[config.mk]
export PLATFORM = sky130hd
export DESIGN_NAME = dcd_ram
export DESIGN_NICKNAME = d
export VERILOG_FILES = /design/src/rtl/dcd_ram.sv
export SDC_FILE = /design/constraint.sdc
export NUM_CORES = 2
export LEC_CHECK = 0
export BUFFER_PORTS_ARGS = -buffer_cell sky130_fd_sc_hd__buf_2
export CAP_MARGIN = 0
export CORE_ASPECT_RATIO = 0.7
export CORE_MARGIN = 2
export CORE_UTILIZATION = 40
export CTS_CLUSTER_SIZE = 14
export DETAILED_ROUTE_END_ITERATION = 10
export PLACE_DENSITY = 0.52
export SYNTH_ARGS = -nofsm -noshare
export SYNTH_HDL_FRONTEND = slang
export SYNTH_SLANG_ARGS = --single-unit
[constraint.sdc]
create_clock -name clock -period 5.23 [get_ports clock]
set_input_delay 1.3075 -clock clock [delete_from_list [all_inputs] [get_ports clock]]
set_output_delay 1.3075 -clock clock [all_outputs]
set_load 0.01 [all_outputs]
[src/rtl/dcd_ram.sv]
`default_nettype none
module dcd_ram #(
   parameter int DEPTH = 256,
   parameter int W     = 8,
   parameter int AW    = 8
) (
   input  wire logic          clock,
   input  wire logic          wr_en,
   input  wire logic [AW-1:0] wr_addr,
   input  wire logic [W-1:0]  wr_data,
   input  wire logic          rd_en,
   input  wire logic [AW-1:0] rd_addr,
   output logic [W-1:0]       rd_data
);
   logic [W-1:0] mem [DEPTH];

   always_ff @(posedge clock) begin
      if (wr_en) begin
         mem[wr_addr] <= wr_data;
      end
      if (rd_en) begin
         rd_data <= mem[rd_addr];
      end
   end
endmodule
`default_nettype wire

==> results.txt <==
Area Overhead vs Synth = 12.77%
Mapped cell area = 0.07964 mm^2
Crit Path Class = in -> reg
Fraction of layout cells with a size suffix above 1 = 0.2425
Crit. End Element = flop
Syn_area_per_cell = 21.33 um^2
Worst Hold Class = in -> reg
Max-capacitance violation count = 0
Top post-synthesis cells by area = edfxtp_1 (78%), mux4_2 (13%), mux2i_1 (1.7%)
Data required, critical path = 5.78 ns
Clk sinks = 2,056
CP max stage cell = buf_4
Place WS = 0.3842 ns
Share of synthesized flip-flops with an asynchronous set or reset = 0
Num ports = 35
First-pass detailed-route iteration total = 5
Antenna violations before repair = 17
Post-synth EDFFs = 2,056
Post-CTS Resized = 0
Pwr Density = 371.8 mW/mm^2
Die width = 537.3 um
Htree depth = 4
Routed wire length = 213.6 mm
YS warnings = 0
Clock buffer depth = 4
HPWL Detailed = 134.3 mm
DR vias/cell = 5.842
Final net count = 3,990
Peak VDD IR = 266.6 uV
Final GP Congestion = 0.8421
Fmax = 244.1 MHz
Setup TNS = 0 ns
DR WL/cell = 31.71 um
Seq. cell area = 0.06174 mm^2
CTS root buf = clkbuf_16
Most used cell, CP = buf_4
Final Skew = 0.03512 ns
#FFs+latches synth = 2,056
Post-synthesis cell count = 3,733
Hold_buf cts = 0
Postcts setup bufs = 0
Post-Syn Nets = 3,760
Lkg Pwr = 27.60 nW
Most frequent cell after synthesis = edfxtp_1
Worst Tran Pin Value = 1.316 ns
Fill count = 16,620
Clock Latency Late Sink = 0.85 ns
Delay of the slowest critical-path stage = 0.72 ns
Area leader, netlist = edfxtp_1
Unrepaired setup endpoints after global routing = no
Startpoint Class = input pin
Post-synth top area share = 0.7753
# setup viols final = 0
First-pass GRT wire length = 300.8 mm
Final WS setup = 1.133 ns
Post-synth top cells = edfxtp_1 (2,056), mux4_2 (454), nor2_1 (282)
Largest net degree at the start of global routing = 134
Most used flip-flop cell after synthesis = edfxtp_1
Yosys cell types = 54
Multi-input gate area = 0.01652 mm^2
Final Non-Filler Cells = 6,735
Core area = 0.1970 mm^2
Crit path max fanout = 57
Hold depth = 1
Die Y = 377.3 um
DR DRC count = 0
Total track usage = 0.2102
Crit share post-route = 0.7834
DRT iter0 DRCs = 5,065
CTS buffer count = 197
DP Cell Count = 6,386
Outcome = finished, final reports clean
Crit path DAT = 4.64 ns
Post-synthesis sequential area ratio = 0.7753
Worst R2R Path Depth = 6
Minimum clock period = 4.097 ns
Starting Density = 0.4041
CP cell instances = buf_8 -> buf_4 -> nor2b_1 -> a211oi_1 -> nor3_1 -> nor4_1 -> buf_4 -> nor4_2
CTS tree = done
Clock slew at reported path FFs = 0.06 ns
Slew headroom = 0.1105
Final Max Slew Viols = 0
Final Hold Viols = 0
Full die area = 0.2027 mm^2
Number of global-route vias before repair = 38,640
PortBufs = 34
Total congestion overflow = 0
Num rows = 136
Vias = 39,340
Routed Antenna Nets = 0
==> worst max-delay path: cells and delay by family <==
| family | cells | cell delay, ns |
|---|---|---|
| buffers and inverters | 3 | 1.33 |
| AOI/OAI and AO/OA | 1 | 0.67 |
| and+or+nand+nor | 4 | 1.02 |
==> power by group <==
group          internal (mW)  leakage [nW]  switching (mW)
clock                   7.40          2.87            6.05
combinational          0.604          6.24            1.16
sequential              18.2          18.5          0.0111
total                   26.2          27.6            7.22
==> final timing paths <==
check | slack, ns | start | endpoint
worst max register to register | 2.10 | mem[211][3] | rd_data[3]
worst min register to register | 1.12 | mem[32][5] | rd_data[5]
worst min-delay path | 0.86 | rd_en | rd_data[0]
worst max-delay path | 1.13 | rd_addr[1] | rd_data[0]
==> metrics by stage <==
step	area (um^2)	hold slack [ns]	util	power, mW
3_5_place_dp	83940	1.066	0.4260	20.31
5_1_grt	89800	0.8149	0.4557	34.34
6_report	89800	0.8619	0.4557	33.39
2_1_floorplan	79640	0.8642	-	19.42
3_3_place_gp	83940	1.108	0.4260	20.30
4_1_cts	89790	0.8039	0.4557	33.66
==> flip-flops by register name, summed over array words and instances, names as in the netlist <==
| signal | flops |
|---|---|
| mem | 2048 |
| rd_data | 8 |
==> area by class of cell <==
cell class / instances / area share
flip-flops and latches: 2056 / 0.6875
multi-input cells: 1442 / 0.1840
clock buffers: 238 / 0.05685
well taps: 2622 / 0.03653
repair buffers: 264 / 0.02661
clock inverters: 105 / 0.008290
diodes: 6 / 0.0001672
inverters: 2 / 0.00008360
==> cell usage in the layout, fill, tap and decap left out, types with 28 or more instances in the layout <==
cell	synthesis	layout
o221ai_1	46	46
clkinv_1	1	53
a21oi_1	96	96
buf_12	8	31
nand2_1	33	33
clkbuf_1	111	40
o22ai_1	28	28
buf_4	27	201
a22oi_1	133	133
mux2i_1	134	134
nor2_1	282	279
mux4_2	454	454
edfxtp_1	2056	2056
clkbuf_16	0	198
clkinv_2	0	35
nor2b_1	31	28
==> routing by layer <==
layer,global-route usage,vias up,share of wire
met1,0.3301,21240,0.46
li1,-,16190,-
met5,0,-,0
met3,0.04952,269,0.088
met4,0.04244,0,0.019
met2,0.2973,1644,0.43
==> cells by family (layout without fill, tap and decap cells) <==
family | Yosys count | in the layout | synth area share
DFF | 2056 | 2056 | 0.7753
muxes | 591 | 591 | 0.1460
and+or+nand+nor | 466 | 466 | 0.02625
AOI/OAI and AO/OA | 385 | 385 | 0.03416
buffers and inverters | 235 | 609 | 0.01829
other | 0 | 6 | 0
(Power assumes the default switching activity.)
