[src/rtl/dcd_degree_ram.sv]
`default_nettype none
// In-degree store. Read data is valid the cycle after the read and already
// includes a write issued in the same cycle as that read.
module dcd_degree_ram #(
   parameter int DEPTH = 256,
   parameter int AW    = 8,
   parameter int DW    = 11
) (
   input  wire logic          clock,
   input  wire logic          reset,
   input  wire logic          rd_en,
   input  wire logic [AW-1:0] rd_addr,
   input  wire logic          wr_en,
   input  wire logic [AW-1:0] wr_addr,
   input  wire logic [DW-1:0] wr_data,
   output logic [DW-1:0]      rd_data
);
   logic [DW-1:0] mem [DEPTH];
   logic [DW-1:0] rd_q_ff;
   logic [AW-1:0] rd_addr_ff;
   logic          fwd_valid_ff;
   logic [AW-1:0] fwd_addr_ff;
   logic [DW-1:0] fwd_data_ff;

   always_ff @(posedge clock) begin
      if (wr_en) begin
         mem[wr_addr] <= wr_data;
      end
      if (rd_en) begin
         rd_q_ff    <= mem[rd_addr];
         rd_addr_ff <= rd_addr;
      end
      fwd_addr_ff <= wr_addr;
      fwd_data_ff <= wr_data;
   end

   always_ff @(posedge clock) begin
      if (reset) begin
         fwd_valid_ff <= 1'b0;
      end else begin
         fwd_valid_ff <= wr_en;
      end
   end

   assign rd_data = (fwd_valid_ff && fwd_addr_ff == rd_addr_ff) ? fwd_data_ff : rd_q_ff;
endmodule
`default_nettype wire

[config.mk]
export PLATFORM = sky130hd
export DESIGN_NAME = dcd_degree_ram
export DESIGN_NICKNAME = d
export VERILOG_FILES = /design/src/rtl/dcd_degree_ram.sv
export SDC_FILE = /design/constraint.sdc
export NUM_CORES = 2
export LEC_CHECK = 0
export BUFFER_PORTS_ARGS = -buffer_cell sky130_fd_sc_hd__buf_2
export CAP_MARGIN = 20
export CORE_MARGIN = 2
export CORE_UTILIZATION = 40
export CTS_CLUSTER_DIAMETER = 100
export DETAILED_ROUTE_END_ITERATION = 8
export GPL_TIMING_DRIVEN = 1
export PLACE_DENSITY_LB_ADDON = 0.12
export SETUP_SLACK_MARGIN = 0.5
export SYNTH_ARGS = -nofsm -noshare
export SYNTH_HDL_FRONTEND = slang
export SYNTH_SLANG_ARGS = --single-unit
[constraint.sdc]
create_clock -name clock -period 2.4 [get_ports clock]
set_input_delay 0.36 -clock clock [delete_from_list [all_inputs] [get_ports clock]]
set_output_delay 0.36 -clock clock [all_outputs]
set_load 0.01 [all_outputs]
==> results.txt <==
- Run status: finished, violations left
* Violated checks: setup timing
- The HPWL after detailed placement is 202 mm.
- Of the total synthesized cell area, the portion taken by XOR and XNOR cells is 0.000639.
- Mean Syn Cell Area: 21.2 um2
* Clock latency reported for the late side of the worst-skew pair: 0.87 ns
- Worst reg-to-reg path cell count: 8
- Switching share of total power: 0.216
- Iter 0 DRT Violations: 5,660
- Portion of total power attributed to the clock network: 0.426
- The worst setup path is captured at an output pin.
- In this run the power spent charging and discharging nets is 0.0232 W.
* Number of distinct library cells after synthesis: 54
- Number of antenna violations at the first check in global routing: 14
* Static leakage power: 43.4 nW
* Pin count of the biggest net entering global routing: 114
- 42 I/O pins were placed.
- Of all nets on the critical path, the largest fanout is 6.
- Relative slew margins: 0.375
* Number of nets in the final layout: 6,150
* Final worst clock skew: 0.0488 ns
- In this run the register-to-register setup slack is -0.08 ns.
* Period utilisation layout: 1.36
* Overflow after GRT: 0
- STA classifies the critical path startpoint as a register.
* Worst-Margin Slew: 0.938 ns
* Dominant cell by count in the synthesized netlist: edfxtp_1
* Detailed Routing Iterations Pass 1: 6
- Area leader, netlist: edfxtp_1
- Across the run, the number of max-cap violations was 0.
- Post-synth EDFFs: 2,835
- P&R area growth vs syn: 23.2%
* Total standard cell area after synthesis: 110,000 um2
* Critical Path AT: 2.91 ns
* Hold WS: 0.0381 ns
* Worst R2R Start: mem[42][10]$_DFFE_PP_
* Number of pins exceeding their max-slew limit in the final report: 0
- Counting instances in the post-synthesis netlist gives the leading cell types as 2,835 x edfxtp_1, 561 x mux4_2, 298 x nor2_1, 292 x mux2i_1, 203 x a22oi_1.
* Highest achievable clock rate: 306 MHz
- Setup violations remaining at the end of the flow were counted as 13.
* Dominant combinational cell family by area after synthesis: multiplexers
* Wire length per cell after detailed routing: 31.6 um
* Drt via density: 5.66
* FF+latch count, synth: 2,855
- Top area cells in the synthesized netlist: edfxtp_1 78%, mux4_2 12%, mux2i_1 2.7%, a22oi_1 1.4%, nor2_1 1.0%
- Synthesis produced a netlist whose cell count is 5,163.
- From left edge to right edge, the die measures 528 um.
- Dividing total power by cell area gives a power density of 794 nW/um2.
- The number of nets handed over by synthesis was 5,194.
- Internal power summed over all cells: 0.0841 W
- In the synthesized netlist the dominant register cell turns out to be edfxtp_1.
* Count of cells along the worst hold path: 1
- TritonCTS created 309 clock buffers.
- Setup repair after global routing missed its margin: true
- Total cell area at the placement stage: 124,000 um2
* Placer's final routability congestion estimate: 0.843
* Final Hold Violating Endpoints: 0
- After routing the design area is 135,000 um2.
* Layout cell share with drive strength beyond 1: 0.364
* Fillers: 22,000
- Total clock sinks: 2,855
- Of the total synthesized cell area, the portion taken by full adders, half adders and majority gates is 0.
- The initialized floorplan defines 192 standard-cell rows.
- Global-route wire length before repair: 442 mm
- Peak supply drop: 581 uV
- Crit path time final: 3.27 ns
* Wirelength, routed: 314 mm
- Post-synthesis simple-gate area fraction: 0.0225
* Core Box Area: 273,000 um2
- Chip Height: 528 um
* Synth Area in Compound Gates: 0.0369
* TritonCTS clock tree: built
- Remaining number of nets flagged by the antenna check after routing: 0
- For this configuration, the core starts out at a cell density of 0.402.
* End of the worst hold path: mem[95][4]$_DFFE_PP_
- Endpoint of the most critical register-to-register path: rd_q_ff[10]$_DFFE_PP_
- Total of buffers placed on input and output ports: 41
- Clock-pin transition on the worst setup and hold timing paths: 0.06 ns
- For the worst setup path, the data required time is 2.04 ns.
- For this run, design rule violations remaining after detail routing come to 0.
- Path class of the lowest-slack min-delay path: primary input to register
- Across every metal layer, demand over resource in global routing totals 0.224.
* Yosys top cell area share: 0.776
- Across all layers, the routed design uses 56,300 vias.
* Worst setup slack before clock tree synthesis: -1.56 ns
- Vias in the first global route: 57,400
* Synthesis Warnings: 0
- Worst setup path class: register to output pin
* Area of the die: 278,000 um2
- The worst hold path begins at wr_data[4].
* Least setup slack across all paths after layout: -0.866 ns
- Multiplexer area fraction after synthesis: 0.143
- Number of H-tree levels: 5
- Of the total power, combinational logic draws 0.061.
- The tree is rooted in a clkbuf_16.
- The share of total power dissipated in sequential elements is 0.513.
* Seq/Total Area, Yosys: 0.780
- Share of flip-flops with an asynchronous set or reset: 0
* CTS Buffer Depth: 4
[through the flow]
step / power, W / TNS (ns) / cells / util
final: 0.107 / -9.65 / 9942 / 0.494
after floorplan: 0.0588 / 0 / 5163 / -
after global placement: 0.0624 / -14.76 / 9358 / 0.455
after global routing: 0.110 / -10.93 / 9939 / 0.494
after detailed placement: 0.0625 / -12.22 / 9362 / 0.455
after CTS: 0.108 / -10.53 / 9924 / 0.492
[cell families (layout without fill, tap and decap cells)]
family,count (synthesis),count (layout)
XOR/XNOR,8,8
flip-flops,2855,2855
AND/OR/NAND/NOR,545,545
other,0,4
multiplexers,866,866
buffers and inverters,314,1500
AO/OA/AOI/OAI,575,575
[layer usage]
| metal | track usage | up-vias | wire length (um) |
|---|---|---|---|
| met2 | 0.371 | 1710 | 155000 |
| met4 | 0.0525 | 0 | 7820 |
| met3 | 0.0294 | 421 | 16300 |
| met5 | 0 | - | 0 |
| met1 | 0.316 | 30400 | 135000 |
| li1 | - | 23700 | - |
[cell usage in the layout, fill, tap and decap left out, types with 10 or more instances in the layout]
master,n
nor3_2,14
dlygate4sd3_1,22
nor2_2,96
clkbuf_1,66
nand2b_1,11
nand3_2,13
o22ai_1,53
nand2_1,54
a221oi_1,12
nor2b_1,13
nor2_4,147
clkinv_2,54
nand4_1,19
nand3_1,27
buf_4,603
a21oi_2,11
nor2_1,55
bufinv_16,21
buf_8,12
a221oi_2,11
buf_6,24
buf_2,16
a211oi_1,14
clkbuf_16,318
buf_12,279
mux2i_1,292
a22oi_1,187
nor3_1,24
mux2_4,13
o221ai_1,57
a22oi_2,16
a22o_1,10
dfxtp_1,20
edfxtp_1,2835
mux4_2,561
a21oi_1,109
clkinv_1,60
[how the worst max path moves through the flow]
| stage | start | to | slack [ns] | cells after the start |
|---|---|---|---|---|
| floorplan | rd_addr[0] | rd_q_ff[3]$_DFFE_PP_ | 0.17 | 9 |
| global placement | rd_addr[0] | rd_q_ff[4]$_DFFE_PP_ | -1.77 | 9 |
| detailed placement | rd_addr[0] | rd_q_ff[7]$_DFFE_PP_ | -1.56 | 9 |
| CTS | rd_addr_ff[1]$_DFFE_PP_ | rd_data[0] | -0.95 | 7 |
| global route | rd_addr_ff[1]$_DFFE_PP_ | rd_data[7] | -0.99 | 8 |
| finish | rd_addr_ff[1]$_DFFE_PP_ | rd_data[7] | -0.87 | 8 |
[power by group through the flow]
stage | combinational [W] | clock [W] | sequential, W
after global placement | 0.00631 | 0 | 0.0561
after detailed placement | 0.00636 | 0 | 0.0561
after CTS | 0.00656 | 0.0465 | 0.0550
final | 0.00655 | 0.0457 | 0.0550
after global routing | 0.00687 | 0.0484 | 0.0550
after floorplan | 0.00275 | 0 | 0.0561
[layout make-up]
| type | count | area [um2] | share of cell area |
|---|---|---|---|
| diodes | 4 | 10.0 | 0.0000741 |
| clock buffers | 383 | 8180 | 0.0606 |
| clock inverters | 158 | 1390 | 0.0103 |
| inverters | 2 | 7.51 | 0.0000556 |
| multi-input cells | 1994 | 24600 | 0.182 |
| flip-flops and latches | 2855 | 85500 | 0.633 |
| well taps | 3589 | 4490 | 0.0332 |
| repair buffers | 957 | 10900 | 0.0806 |
[critical path, stage by stage, from the launching register on]
cell and delay [ns]:
edfxtp_1 0.42, xor2_2 0.22, nor4_2 0.21, nand3_1 0.16, nor4_4 0.17, buf_6 0.17, buf_12 0.15, mux2_4 0.35
buf_2 0.16
[flip-flops by register name (all words and copies together), names as in the netlist]
name	count
mem	2816
rd_q_ff	11
fwd_data_ff	11
fwd_addr_ff	8
fwd_valid_ff	1
rd_addr_ff	8
[what timing repair did]
item                                   in CTS  in global routing
endpoints found under the hold margin     260                  1
resized for setup                          93                 53
hold buffers                               21                  1
gates cloned                                0                  1
pin swaps                                  38                 42
buffers inserted                            0                 12
setup endpoints to repair                  22                127
Power figures use the tool's default switching activity.
